$ cat src/rtl/psv_pkg.sv
// Package for the persistent stack version unit.
// Holds result codes, fixed field widths, parameter defaults and the
// command and status structs shared by the controller and the datapath.
package psv_pkg;

    // Fixed widths of the request and result fields.
    localparam int KIND_W    = 1;
    localparam int VER_W     = 10;
    localparam int VAL_W     = 16;
    localparam int STATUS_W  = 2;

    // Defaults for the top-level parameters.
    localparam int MAX_VERSIONS_DEF = 1024;
    localparam int VALUE_BITS_DEF   = 16;

    // Result codes.
    localparam logic [STATUS_W-1:0] ST_OK    = 2'd0;
    localparam logic [STATUS_W-1:0] ST_FULL  = 2'd1;
    localparam logic [STATUS_W-1:0] ST_NOVER = 2'd2;
    localparam logic [STATUS_W-1:0] ST_EMPTY = 2'd3;

    // Request kinds.
    localparam logic KIND_PUSH = 1'b0;
    localparam logic KIND_POP  = 1'b1;

    // Commands from the controller to the datapath.
    typedef struct packed {
        logic                load;    // capture a new request
        logic                follow;  // read at the link of the last read node
        logic                write;   // store the new node and advance the free slot
        logic                finish;  // load the result registers
        logic [STATUS_W-1:0] code;    // result code to report on finish
    } psv_cmd_t;

    // Status from the datapath to the controller.
    typedef struct packed {
        logic ver_bad;    // requested version not yet created
        logic full;       // no free slot left
        logic is_pop;     // captured request is a pop
        logic ver_zero;   // requested version is the empty root
        logic rd_alias;   // node just read is an alias node
        logic link_zero;  // link of the node just read is the empty root
    } psv_stat_t;

endpackage

$ cat src/rtl/psv_ctrl.sv
// Controller state machine of the persistent stack version unit.
// Depends on psv_pkg for the command and status structs and result codes.
module psv_ctrl (
    input  logic              clk,
    input  logic              rst_n,
    input  logic              start,
    input  psv_pkg::psv_stat_t stat,
    output psv_pkg::psv_cmd_t  cmd,
    output logic              busy,
    output logic              done
);
    import psv_pkg::*;

    typedef enum logic [1:0] {
        S_IDLE,
        S_CHECK,
        S_WALK
    } state_t;

    state_t state_reg;
    state_t state_next;
    logic   done_reg;
    logic   done_next;

    // Next state and commands for the datapath.
    always_comb
    begin
        cmd        = '0;
        state_next = state_reg;
        unique case (state_reg)
            S_IDLE:
            begin
                if (start)
                begin
                    cmd.load   = 1'b1;
                    state_next = S_CHECK;
                end
            end
            S_CHECK:
            begin
                priority if (stat.ver_bad)
                begin
                    cmd.finish = 1'b1;
                    cmd.code   = ST_NOVER;
                end
                else if (stat.full)
                begin
                    cmd.finish = 1'b1;
                    cmd.code   = ST_FULL;
                end
                else if (!stat.is_pop)
                begin
                    cmd.write  = 1'b1;
                    cmd.finish = 1'b1;
                    cmd.code   = ST_OK;
                end
                else if (stat.ver_zero)
                begin
                    cmd.finish = 1'b1;
                    cmd.code   = ST_EMPTY;
                end
                else
                begin
                    // The read of the named version is under way; walk from it.
                    state_next = S_WALK;
                end
            end
            S_WALK:
            begin
                priority if (!stat.rd_alias)
                begin
                    cmd.write  = 1'b1;
                    cmd.finish = 1'b1;
                    cmd.code   = ST_OK;
                end
                else if (stat.link_zero)
                begin
                    cmd.finish = 1'b1;
                    cmd.code   = ST_EMPTY;
                end
                else
                begin
                    cmd.follow = 1'b1;
                end
            end
            default:
            begin
                state_next = S_IDLE;
            end
        endcase
        if (cmd.finish)
        begin
            state_next = S_IDLE;
        end
        done_next = cmd.finish;
    end

    // State and the result strobe.
    always_ff @(posedge clk or negedge rst_n)
    begin
        if (!rst_n)
        begin
            state_reg <= S_IDLE;
            done_reg  <= 1'b0;
        end
        else
        begin
            state_reg <= state_next;
            done_reg  <= done_next;
        end
    end

    assign busy = (state_reg != S_IDLE);
    assign done = done_reg;

endmodule

$ cat config.mk
export PLATFORM = sky130hd
export DESIGN_NAME = psv_ctrl
export DESIGN_NICKNAME = d
export VERILOG_FILES = /design/src/rtl/psv_pkg.sv /design/src/rtl/psv_ctrl.sv
export SDC_FILE = /design/constraint.sdc
export NUM_CORES = 1
export LEC_CHECK = 0
export BUFFER_PORTS_ARGS = -buffer_cell sky130_fd_sc_hd__buf_2
export CAP_MARGIN = 25
export CORE_AREA = 3 3 40 42
export DETAILED_ROUTE_END_ITERATION = 12
export DIE_AREA = 0 0 43 45
export PLACE_DENSITY = 0.54
export SETUP_SLACK_MARGIN = 0.5
export SYNTH_ARGS = -nofsm -noshare
export SYNTH_HDL_FRONTEND = slang
export SYNTH_SLANG_ARGS = --single-unit
$ cat constraint.sdc
create_clock -name clk -period 2 [get_ports clk]
set_input_delay 0.1 -clock clk [delete_from_list [all_inputs] [get_ports clk]]
set_output_delay 0.1 -clock clk [all_outputs]
set_load 0.005 [all_outputs]
==> results.md <==
* H-tree level count at 1
* Root buf cell: clkbuf_4
* Growth of design area from synthesis to finish at 80.2%
* Synth Warn # at 0
* Yosys top cell area share at 0.247
* Final GP Congestion at 0.673
* Synthesized instance count at 34
* Worst VDD drop at 0.000383 V
* FF+latch count, synth at 3
* Port-buffer cells at 16
* Post-layout util at 0.426
* WL per Instance at 11.1 um
* Final cell count without fillers at 76
* Num CTS Buffers at 3
* Share of cells above drive strength 1 at 0.623
* Final ANT Viol Nets at 0
* Layout fillers at 125
* DR iter-0 viols at 6
* Sink Count at 3
* Clk_lat worst skew at 0.23 ns
* Pin count of the biggest net entering global routing at 6
* Synth top cells by count: 5 x inv_1, 3 x dfrtp_1, 3 x ha_1, 3 x nor2_1
* CP Data Required Time at 1.90 ns
* Register area share after synthesis at 0.247
* Synth area leader: dfrtp_1
* Number of synthesized flops with an enable pin at 0
* Number of global-route vias before repair at 319
* First-pass GRT wire length at 1330 um
* CORE AREA at 0.00128 sq mm
* Largest register FFs at 2
* Crit path launch type: register
* Measured slew at the worst slew-check pin at 0.237 ns
* Critical Path End Type: output port
* Fin crit share at 0.776
* Post-synth cell types at 19
* Multi-input combinational cell area at 268 sq um
* CP Class: register to output port
* Die Y at 45 um
* Ys flop type: dfrtp_1
* Top post-synthesis cells by area: dfrtp_1 25%, ha_1 12%, a221oi_4 8.6%, mux2i_1 6.6%, inv_1 6.2%
* Status: finished, final reports clean
* Clock Tree Buf Depth at 2
* RSZ-0062 raised after global routing: yes
* Setup TNS at 0 ns
* Final Max Tran Viols at 0
* Max FO, Critical Path at 5
* Syn_area_per_cell at 8.94 sq um
* Vias/cell at 4.46
* Async S/R FF share, synth at 1.00
* Die footprint at 0.00194 sq mm
* Worst-path clk slew at 0.04 ns
* # DRC at 0
* Routed WL at 840 um
* Total placed cells including tap cells at 65
* TritonCTS clock tree: built
* Minimum clock period after layout at 1.55 ns
* DP HPWL at 531 um
* Top Ports at 17
* Fmax at 644 MHz
* Row count at 13
* Final worst setup slack at 0.447 ns
* Vias at 339
* # setup viols final at 0
* Die width at 43 um
* Final net count at 74
* TritonRoute pass-1 iters at 4
* Max Clock Skew at 0.00150 ns
* Pre-CTS setup slack at 0.523 ns
* Leak at 0.270 nW
* Max-cap violations at 0
* Overall routing resource usage at 0.0908
* Max_slew headroom at 0.842
* Cell area after synthesis at 304 sq um
* Hold/Removal Path Class: primary input to asynchronous set/reset pin
* Initial antenna violation count at 0
* Initial core utilization at 0.237
* Hold Vio Cnt, Final at 0
* GR Overflow Total at 0
* Pwr per Cell Area at 1510 mW/mm^2
* Antenna cells at 0
* Register area at 75.1 sq um
* Most frequent cell after synthesis: inv_1
* Worst Path Arrival at 1.45 ns
* Synthesized net count at 46
-- final cells by class --
class / count / share of cell area
Clock buffer: 4 / 0.0479
Inverter: 5 / 0.0342
Multi-Input combinational cell: 26 / 0.489
Sequential cell: 3 / 0.137
Tap cell: 15 / 0.0342
Timing Repair Buffer: 23 / 0.258
-- metrics by stage --
step	area, sq um	power (mW)	hold WS (ns)
floorplan	304	0.385	-0.196
global placement	403	0.495	-0.102
detailed placement	403	0.489	-0.101
CTS	493	0.715	0.187
global route	548	0.909	0.196
finish	548	0.830	0.192
-- worst max-delay path, stage by stage (launching register included) --
cell and delay, ns:
dfrtp_1 0.43, inv_2 0.11, ha_4 0.20, a22o_1 0.21
and2_4 0.17, buf_6 0.11
-- path summary, 6_finish.rpt --
kind	slack [ns]	cells past startpoint	end	start
worst max-delay path	0.45	5	cmd[2]	state_reg[0]
worst min-delay path	0.19	2	state_reg[0]	rst_n
worst max register to register	0.50	7	state_reg[0]	state_reg[1]
worst min register to register	0.64	2	state_reg[1]	state_reg[1]
max in group asynchronous	1.70	2	done	rst_n
min in group clk	0.40	5	state_reg[1]	start
-- layout by cell type (no fill, tap or decap), drive strengths merged, types with 2 or more instances in the layout --
| cell | count |
|---|---|
| inv | 5 |
| mux2i | 2 |
| and2 | 3 |
| ha | 3 |
| nor2 | 4 |
| buf | 22 |
| clkbuf | 4 |
| nand2b | 2 |
| o21ai | 2 |
| a21oi | 2 |
| dfrtp | 3 |
| nand2 | 2 |
-- report_power, final --
| group | switching, mW | leakage [nW] | internal (mW) |
|---|---|---|---|
| sequential | 0.0284 | 0.0382 | 0.0876 |
| combinational | 0.257 | 0.217 | 0.348 |
| clock | 0.0337 | 0.0150 | 0.0749 |
| total | 0.319 | 0.270 | 0.510 |
-- routing by layer --
layer | track usage | vias to the layer above | wire [um]
li1 | - | 172 | -
met1 | 0.101 | 153 | 319
met2 | 0.165 | 14 | 442
met3 | 0.0478 | 0 | 78
met4 | 0 | 0 | 0
met5 | 0 | - | 0
-- timing repair --
item                                   CTS  global route
gates cloned                             0             0
endpoints found under the hold margin    3             0
setup endpoints to repair                4             6
buffers inserted                         3             3
hold buffers                             1             0
resized for setup                        7             6
pin swaps                                1             4
-- logic make-up after synthesis --
kind of cell | synth area share
simple gates | 0.255
compound gates | 0.247
buf+inv | 0.0617
fa+ha+maj | 0.123
flops | 0.247
mux | 0.0658
(Power assumes the default switching activity.)
